<file path="src/sv/gf128_dot_product_accumulate_core_macros.svh">
// Assertion macros shared by the dot product core.
`ifndef GF128_DOT_PRODUCT_ACCUMULATE_CORE_MACROS_SVH
`define GF128_DOT_PRODUCT_ACCUMULATE_CORE_MACROS_SVH

// Same-cycle implication, sampled on clk and disabled during rst.
`define GDPA_ASSERT_IMPL(label, ante, cons, msg) \
  label: assert property (@(posedge clk) disable iff (rst) (ante) |-> (cons)) \
    else $error(msg);

// Next-cycle implication, sampled on clk and disabled during rst.
`define GDPA_ASSERT_NEXT(label, ante, cons, msg) \
  label: assert property (@(posedge clk) disable iff (rst) (ante) |=> (cons)) \
    else $error(msg);

`endif

</file>
<file path="src/sv/gdpa_pkg.sv">
// Types, constants and the carry-less multiply function of the dot product core.
`timescale 1ns / 1ps
package gdpa_pkg;

  // One input pair with its end-of-vector controls.
  typedef struct packed {
    logic [63:0] x_low;
    logic [63:0] x_high;
    logic [63:0] y_low;
    logic [63:0] y_high;
    logic        last;
    logic        accumulate;
    logic [63:0] prior_low;
    logic [63:0] prior_high;
  } item_t;

  // Engine sequencer states.
  typedef enum logic [1:0] {
    ST_IDLE,
    ST_PROD,
    ST_FOLD,
    ST_EMIT
  } state_t;

  // Three products, each split in two 64x32 halves.
  localparam logic [2:0] LAST_STEP = 3'd5;

  // Product selectors (upper bits of the step counter).
  localparam logic [1:0] SEL_LOW  = 2'd0;
  localparam logic [1:0] SEL_HIGH = 2'd1;
  localparam logic [1:0] SEL_MID  = 2'd2;

  // Fold step at which the low overflow word joins the high result word.
  localparam logic [2:0] OVERFLOW_STEP = 3'd4;

  // Carry-less 64x32 product; every partial term is independent.
  function automatic logic [94:0] clmul64x32(input logic [63:0] a, input logic [31:0] b);
    logic [94:0] acc;
    acc = '0;
    for (int i = 0; i < 32; i++) begin
      if (b[i]) begin
        acc = acc ^ ({31'b0, a} << i);
      end
    end
    return acc;
  endfunction

endpackage

</file>
<file path="src/sv/gdpa_queue.sv">
// Two-entry item queue between the input channel and the engine.
`timescale 1ns / 1ps
module gdpa_queue (
  input  logic           clk,
  input  logic           rst,
  input  logic           push,
  input  gdpa_pkg::item_t push_item,
  output logic           full,
  input  logic           pop,
  output logic           head_valid,
  output gdpa_pkg::item_t head_item
);
  import gdpa_pkg::*;

  item_t       entries [2];
  logic        wr_ptr;
  logic        rd_ptr;
  logic [1:0]  count;

  assign full       = (count == 2'd2);
  assign head_valid = (count != 2'd0);
  assign head_item  = entries[rd_ptr];

  // Item storage; no reset needed for payload.
  always_ff @(posedge clk) begin
    if (push) begin
      entries[wr_ptr] <= push_item;
    end
  end

  // Pointers and fill count.
  always_ff @(posedge clk) begin
    if (rst) begin
      wr_ptr <= 1'b0;
      rd_ptr <= 1'b0;
      count  <= 2'd0;
    end else begin
      if (push) begin
        wr_ptr <= ~wr_ptr;
      end
      if (pop) begin
        rd_ptr <= ~rd_ptr;
      end
      if (push && !pop) begin
        count <= count + 2'd1;
      end else if (pop && !push) begin
        count <= count - 2'd1;
      end
    end
  end

endmodule

</file>
<file path="src/sv/gdpa_engine.sv">
// Sequenced Karatsuba accumulation, two-fold reduction and result register.
`timescale 1ns / 1ps
module gdpa_engine (
  input  logic            clk,
  input  logic            rst,
  input  logic [63:0]     poly,
  input  logic            head_valid,
  input  gdpa_pkg::item_t head_item,
  output logic            pop,
  output logic            out_valid,
  input  logic            out_stall,
  output logic [63:0]     sum_low,
  output logic [63:0]     sum_high
);
  import gdpa_pkg::*;

  state_t       state;
  state_t       state_next;
  logic [2:0]   step;
  item_t        cur;
  logic [127:0] low_product_sum;
  logic [127:0] high_product_sum;
  logic [127:0] middle_product_sum;
  logic [127:0] e_reg;
  logic [127:0] u_reg;

  logic         prod_en;
  logic         fold_en;
  logic         emit_fire;
  logic         step_done;
  logic [1:0]   sel;
  logic [63:0]  op_a;
  logic [31:0]  op_b;
  logic [63:0]  x_sel;
  logic [63:0]  y_sel;
  logic [94:0]  prod;
  logic [127:0] prod_ext;
  logic [127:0] prod_sh;
  logic [127:0] d_word;
  logic [63:0]  c_high;
  logic [63:0]  c_low;
  logic [127:0] u_base;
  logic [127:0] result;

  assign sel       = step[2:1];
  assign step_done = (step == LAST_STEP);

  // Control outputs of the sequencer.
  always_comb begin
    pop       = 1'b0;
    prod_en   = 1'b0;
    fold_en   = 1'b0;
    emit_fire = 1'b0;
    unique case (state)
      ST_IDLE: pop       = head_valid;
      ST_PROD: prod_en   = 1'b1;
      ST_FOLD: fold_en   = 1'b1;
      ST_EMIT: emit_fire = !out_valid || !out_stall;
      default: ;
    endcase
  end

  // Next state of the sequencer.
  always_comb begin
    state_next = state;
    unique case (state)
      ST_IDLE: if (head_valid) state_next = ST_PROD;
      ST_PROD: begin
        if (step_done) begin
          state_next = cur.last ? ST_FOLD : ST_IDLE;
        end
      end
      ST_FOLD: if (step_done) state_next = ST_EMIT;
      ST_EMIT: if (emit_fire) state_next = ST_IDLE;
      default: state_next = ST_IDLE;
    endcase
  end

  // Karatsuba form of the accumulators and the high half to be folded.
  assign d_word = middle_product_sum ^ low_product_sum ^ high_product_sum;
  assign u_base = {low_product_sum[127:64] ^ d_word[63:0], low_product_sum[63:0]};
  assign c_high = high_product_sum[127:64];
  assign c_low  = high_product_sum[63:0] ^ d_word[127:64];

  // Operand selection for the shared 64x32 carry-less multiplier.
  always_comb begin
    unique case (sel)
      SEL_LOW: begin
        x_sel = cur.x_low;
        y_sel = cur.y_low;
      end
      SEL_HIGH: begin
        x_sel = cur.x_high;
        y_sel = cur.y_high;
      end
      default: begin
        x_sel = cur.x_low ^ cur.x_high;
        y_sel = cur.y_low ^ cur.y_high;
      end
    endcase
    if (fold_en) begin
      unique case (sel)
        SEL_LOW:  op_a = c_high;
        SEL_HIGH: op_a = c_low;
        default:  op_a = e_reg[127:64];
      endcase
      op_b = step[0] ? poly[63:32] : poly[31:0];
    end else begin
      op_a = x_sel;
      op_b = step[0] ? y_sel[63:32] : y_sel[31:0];
    end
  end

  assign prod     = clmul64x32(op_a, op_b);
  assign prod_ext = {33'b0, prod};
  assign prod_sh  = step[0] ? {prod_ext[95:0], 32'b0} : prod_ext;

  // Final sum with the optional prior value.
  assign result = u_base ^ u_reg
                ^ (cur.accumulate ? {cur.prior_high, cur.prior_low} : 128'b0);

  // Sequencer state and step counter.
  always_ff @(posedge clk) begin
    if (rst) begin
      state <= ST_IDLE;
      step  <= 3'd0;
    end else begin
      state <= state_next;
      if (prod_en || fold_en) begin
        step <= step_done ? 3'd0 : step + 3'd1;
      end
    end
  end

  // Current item register.
  always_ff @(posedge clk) begin
    if (pop) begin
      cur <= head_item;
    end
  end

  // Unreduced accumulators; cleared when a result is written out.
  always_ff @(posedge clk) begin
    if (rst || emit_fire) begin
      low_product_sum    <= '0;
      high_product_sum   <= '0;
      middle_product_sum <= '0;
    end else if (prod_en) begin
      unique case (sel)
        SEL_LOW:  low_product_sum    <= low_product_sum ^ prod_sh;
        SEL_HIGH: high_product_sum   <= high_product_sum ^ prod_sh;
        default:  middle_product_sum <= middle_product_sum ^ prod_sh;
      endcase
    end
  end

  // Fold registers: overflow product and folded contributions.
  always_ff @(posedge clk) begin
    if (fold_en) begin
      priority if (step == 3'd0) begin
        e_reg <= prod_sh;
        u_reg <= '0;
      end else if (sel == SEL_LOW) begin
        e_reg <= e_reg ^ prod_sh;
      end else if (step == OVERFLOW_STEP) begin
        u_reg <= u_reg ^ prod_sh ^ {e_reg[63:0], 64'b0};
      end else begin
        u_reg <= u_reg ^ prod_sh;
      end
    end
  end

  // Result register.
  always_ff @(posedge clk) begin
    if (rst) begin
      out_valid <= 1'b0;
    end else if (emit_fire) begin
      out_valid <= 1'b1;
    end else if (!out_stall) begin
      out_valid <= 1'b0;
    end
  end

  always_ff @(posedge clk) begin
    if (emit_fire) begin
      sum_low  <= result[63:0];
      sum_high <= result[127:64];
    end
  end

endmodule

</file>
<file path="src/sv/gf128_dot_product_accumulate_core.sv">
// Top level of the GF(2^128) Karatsuba dot product and accumulate core.
//
//   channel  direction  handshake            payload
//   in       input      in_valid / in_stall  x_low x_high y_low y_high last accumulate
//                                            prior_low prior_high
//   out      output     out_valid/out_stall  sum_low sum_high
//   cfg      input      cfg_we               cfg_data (reduction polynomial low word)
//
// Each item is loaded from the queue and then runs three 64x64 carry-less products,
// each done as two passes through one shared 64x32 multiplier.
// The last item of a vector adds a fold phase and a result write.
// A two-entry queue takes items while the engine works or a result waits on out_stall.
// Synchronous reset empties the queue, clears the accumulators and sets the word to 0x87.
`timescale 1ns / 1ps
`include "gf128_dot_product_accumulate_core_macros.svh"
module gf128_dot_product_accumulate_core (
  input  logic        clk,
  input  logic        rst,
  input  logic        cfg_we,
  input  logic [63:0] cfg_data,
  input  logic        in_valid,
  output logic        in_stall,
  input  logic [63:0] x_low,
  input  logic [63:0] x_high,
  input  logic [63:0] y_low,
  input  logic [63:0] y_high,
  input  logic        last,
  input  logic        accumulate,
  input  logic [63:0] prior_low,
  input  logic [63:0] prior_high,
  output logic        out_valid,
  input  logic        out_stall,
  output logic [63:0] sum_low,
  output logic [63:0] sum_high
);
  import gdpa_pkg::*;

  logic [63:0] poly;
  item_t       in_item;
  item_t       head_item;
  logic        push;
  logic        pop;
  logic        head_valid;
  logic        full;

  // Reduction polynomial register.
  always_ff @(posedge clk) begin
    if (rst) begin
      poly <= 64'h87;
    end else if (cfg_we) begin
      poly <= cfg_data;
    end
  end

  // Pack one input transfer.
  always_comb begin
    in_item.x_low      = x_low;
    in_item.x_high     = x_high;
    in_item.y_low      = y_low;
    in_item.y_high     = y_high;
    in_item.last       = last;
    in_item.accumulate = accumulate;
    in_item.prior_low  = prior_low;
    in_item.prior_high = prior_high;
  end

  assign in_stall = full;
  assign push     = in_valid && !full;

  gdpa_queue u_queue (
    .clk        (clk),
    .rst        (rst),
    .push       (push),
    .push_item  (in_item),
    .full       (full),
    .pop        (pop),
    .head_valid (head_valid),
    .head_item  (head_item)
  );

  gdpa_engine u_engine (
    .clk        (clk),
    .rst        (rst),
    .poly       (poly),
    .head_valid (head_valid),
    .head_item  (head_item),
    .pop        (pop),
    .out_valid  (out_valid),
    .out_stall  (out_stall),
    .sum_low    (sum_low),
    .sum_high   (sum_high)
  );

  // A full queue always has an item at its head.
  `GDPA_ASSERT_IMPL(a_full_has_head, full, head_valid, "full queue without a head item")
  // The engine only takes an item that the queue holds.
  `GDPA_ASSERT_IMPL(a_pop_valid, pop, head_valid, "engine popped an empty queue")
  // A transfer into an empty queue shows up at its head next cycle.
  `GDPA_ASSERT_NEXT(a_push_visible, push && !head_valid, head_valid, "pushed item lost")

endmodule
</file>
<file path="config.mk">
export PLATFORM = sky130hd
export DESIGN_NAME = gf128_dot_product_accumulate_core
export DESIGN_NICKNAME = d
export VERILOG_FILES = /design/src/sv/gdpa_pkg.sv /design/src/sv/gdpa_queue.sv /design/src/sv/gdpa_engine.sv /design/src/sv/gf128_dot_product_accumulate_core.sv
export VERILOG_INCLUDE_DIRS = /design/src /design/src/sv
export SDC_FILE = /design/constraint.sdc
export NUM_CORES = 2
export LEC_CHECK = 0
export BUFFER_PORTS_ARGS = -buffer_cell sky130_fd_sc_hd__buf_4
export CORE_UTILIZATION = 55
export DETAILED_ROUTE_END_ITERATION = 7
export PLACE_DENSITY = 0.81
export SYNTH_ARGS = -nofsm -noshare
export SYNTH_HDL_FRONTEND = slang
export SYNTH_SLANG_ARGS = --single-unit
</file>
<file path="constraint.sdc">
create_clock -name clk -period 25.4 [get_ports clk]
set_input_delay 6.35 -clock clk [delete_from_list [all_inputs] [get_ports clk]]
set_output_delay 6.35 -clock clk [all_outputs]
set_load 0.03 [all_outputs]
</file>
==> reports/qor.yml <==
clock_tree:
  clkTransAtPathRegs_ps: 70
  clockBufferDepth: 3
  post_cts_buffers: 0
  clock_latency_ps: 920
  hold_buffers: 0
  cts_buffers: 195
  cts_sinks: 1996
  cts_root_buf: "clkbuf_16"
  cts_tree: "done"
  ctsResizeCount: 0
  h-tree-depth: 4
timing:
  fin_crit_ps: 11160
  setup-tns-final_ps: 0
  clock_skew_ps: 94.3
  slew_violations: 14
  fin_crit_sh: 0.439
  max_freq_mhz: 89.6
  hold_violations: 0
  worstMarginPinSlew_ps: 1580
  relSlewSlack: -0.0604
  rsz0062_at_grt: "false"
  setup_violations: 0
  timing.hold.ws_ps: 495
detailed_routing:
  dr.pass1.iters: 8
  drt_iter0_drc: 15700
  topRoutingLayerUsed: "met5"
  wl_met3_um: 69700
  wl_met2_um: 183000
  route.detailed.drc: 20
  detail-route-antenna-nets: 0
  wirelength_um: 447000
  wl_per_cell_um: 30.9
  vias_per_cell: 6.57
  via_count: 95000
  wl_met1_um: 155000
worst_setup_path:
  startpoint: "out_stall"
  cp_common_cell: "buf_4"
  critical_path.endpoint_type: "register"
  crit_chain: "buf_4, a21boi_4, buf_4, or2_4, buf_4, buf_4, buf_4, buf_4, nor2_1"
  slowest_stage: "buf_4"
  crit_required_ps: 26100
  cp_max_fo: 89
  arrival_ps: 11850
  start_kind: "input port"
  crit_family: "buffers and inverters"
  worstSetupPathType: "input port to register"
  cpPeakStageDelay_ps: 910
  reg2reg_from: "u_engine.step[1]"
  path_buf_inv: 6
synthesis:
  ys_ff_latch: 1996
  netlist_instances: 11200
  syn_area_um2: 118000
  yosys_warnings: 0
  synth_area_per_cell_um2: 10.5
  synthArstFlopShare: 0
  ys.flop_type: "edfxtp_1"
  syn_nets: 11700
  synth_edf_count: 1541
  yosysUniqueCellTypes: 79
  synth-seq-area-share: 0.471
min_path:
  hold_path.class: "register to register"
  min_from: "u_engine.high_product_sum[24]"
placed_design:
  hpwl_um: 280000
  portBuffers: 584
  gp_congestion: 1.04
  dpl_cell_area_um2: 125000
run:
  drv_cap: 4
grt:
  first_global_vias: 91700
  gr-total-overflow: 0
  antenna_found_initial: 22
  grt_util_all_layers: 0.402
  grt_first_pass_wirelength_um: 632000
  grt_max_degree: 163
cells_and_area:
  syn2layout_area_growth_pct: 11.9
  fillers: 16100
  fin_area_um2: 132000
  largest_reg_flops: 772
  drive_gt1_frac: 0.159
  final_core_util: 0.620
  fin_nets: 11900
floorplanning:
  rows: 169
  initial_core_util: 0.554
  die_w_um: 464
  die_area_um2: 216000
  core_um2: 212000
  pin_count: 585
  die_h_um: 464
status:
  violations: "DRC, capacitance limit, slew limit"
  status: "finished, violations left"
==> per-layer routing <==
metal | GRT usage | up-vias
met2 | 0.570 | 8062
met4 | 0.279 | 18
met3 | 0.153 | 2341
met5 | 0.00334 | -
met1 | 0.503 | 45600
li1 | - | 38900
==> logic make-up (layout without fill, tap and decap cells) <==
| group | count (synthesis) | after routing | synth area share |
|---|---|---|---|
| AND/OR/NAND/NOR | 3798 | 3798 | 0.142 |
| XOR/XNOR | 2963 | 2963 | 0.239 |
| flip-flops | 1996 | 1996 | 0.471 |
| AO/OA/AOI/OAI | 969 | 969 | 0.0550 |
| buffers and inverters | 833 | 1263 | 0.0328 |
| multiplexers | 631 | 631 | 0.0591 |
| adder cells (fa/ha/maj) | 5 | 5 | 0.000532 |
| other | 0 | 14 | 0 |
==> stage by stage <==
| stage | cells | worst slack (ps) |
|---|---|---|
| 2_1_floorplan | 11200 | 1850 |
| 3_3_place_gp | 14100 | 13740 |
| 3_5_place_dp | 14100 | 13580 |
| 4_1_cts | 14400 | 14480 |
| 5_1_grt | 14400 | 14090 |
| 6_report | 14500 | 14240 |
==> Yosys cell counts, drive strengths merged, types with 4 or more instances <==
cell type / count / share of area
a2111o: 34 / 0.0033
a2111oi: 22 / 0.0019
a211o: 5 / 0.00037
a211oi: 73 / 0.0047
a21o: 6 / 0.00038
a21oi: 213 / 0.0091
a221o: 4 / 0.00034
a221oi: 9 / 0.00067
a22oi: 9 / 0.00057
a32o: 17 / 0.0015
a32oi: 17 / 0.0013
and2: 15 / 0.00080
and3: 123 / 0.0065
buf: 378 / 0.018
clkbuf: 445 / 0.014
dfxtp: 455 / 0.077
edfxtp: 1541 / 0.39
ha: 5 / 0.00053
inv: 9 / 0.00029
mux2: 397 / 0.038
mux2i: 234 / 0.021
nand2: 1118 / 0.036
nand2b: 9 / 0.00048
nand3: 40 / 0.0017
nor2: 1262 / 0.040
nor2b: 11 / 0.00059
nor3: 991 / 0.043
nor3b: 4 / 0.00034
o211a: 59 / 0.0050
o211ai: 77 / 0.0049
o21a: 8 / 0.00051
o21ai: 284 / 0.012
o22a: 6 / 0.00045
o22ai: 77 / 0.0044
o31ai: 39 / 0.0027
or2: 56 / 0.0030
or3: 166 / 0.0088
xnor2: 1884 / 0.14
xnor3: 138 / 0.027
xor2: 938 / 0.070
==> tightest hold or removal path, stage by stage (launching register included) <==
cell and delay (ps):
dfxtp_1 320, o21ai_0 70, a21oi_1 60
==> placed cells by master, fill, tap and decap left out, types with 19 or more instances in the layout <==
cell,count
clkinv_2,28
o211a_1,58
xor2_1,934
nor3_2,27
a211oi_1,64
mux2i_1,216
or2_2,53
clkbuf_1,51
edfxtp_1,1541
buf_4,875
nor2_1,1249
xnor2_1,1858
o22ai_1,34
nor3_1,963
clkbuf_16,204
o211ai_1,77
clkinv_1,23
mux2_2,396
xnor2_2,19
and3_1,121
o31ai_1,33
xnor3_1,122
dfxtp_1,451
nand2_1,1114
a2111o_1,34
nand3_1,39
o22ai_2,33
o21ai_0,279
or3_1,166
a21oi_1,211
==> final timing paths <==
| kind | endpoint | slack (ps) | depth (start not counted) |
|---|---|---|---|
| worst max-delay path | u_engine.low_product_sum[115] | 14240 | 9 |
| worst min-delay path | u_engine.high_product_sum[24] | 490 | 2 |
| worst max register to register | u_engine.middle_product_sum[62] | 17160 | 18 |
| worst min register to register | u_engine.high_product_sum[24] | 490 | 2 |
==> area by class of cell <==
cell class,instances,area (um2),area share
Antenna cell,14,35.0,0.000266
Clock buffer,272,5510,0.0419
Clock inverter,94,1160,0.00884
Inverter,10,48.8,0.000371
Multi-Input combinational cell,8366,59100,0.449
Sequential cell,1996,55400,0.421
Tap cell,2821,3530,0.0268
Timing Repair Buffer,887,6780,0.0515
Power is left out: the tool's default activity adds up to more than one toggle a clock period on the data nets, which glitch-free logic cannot reach.
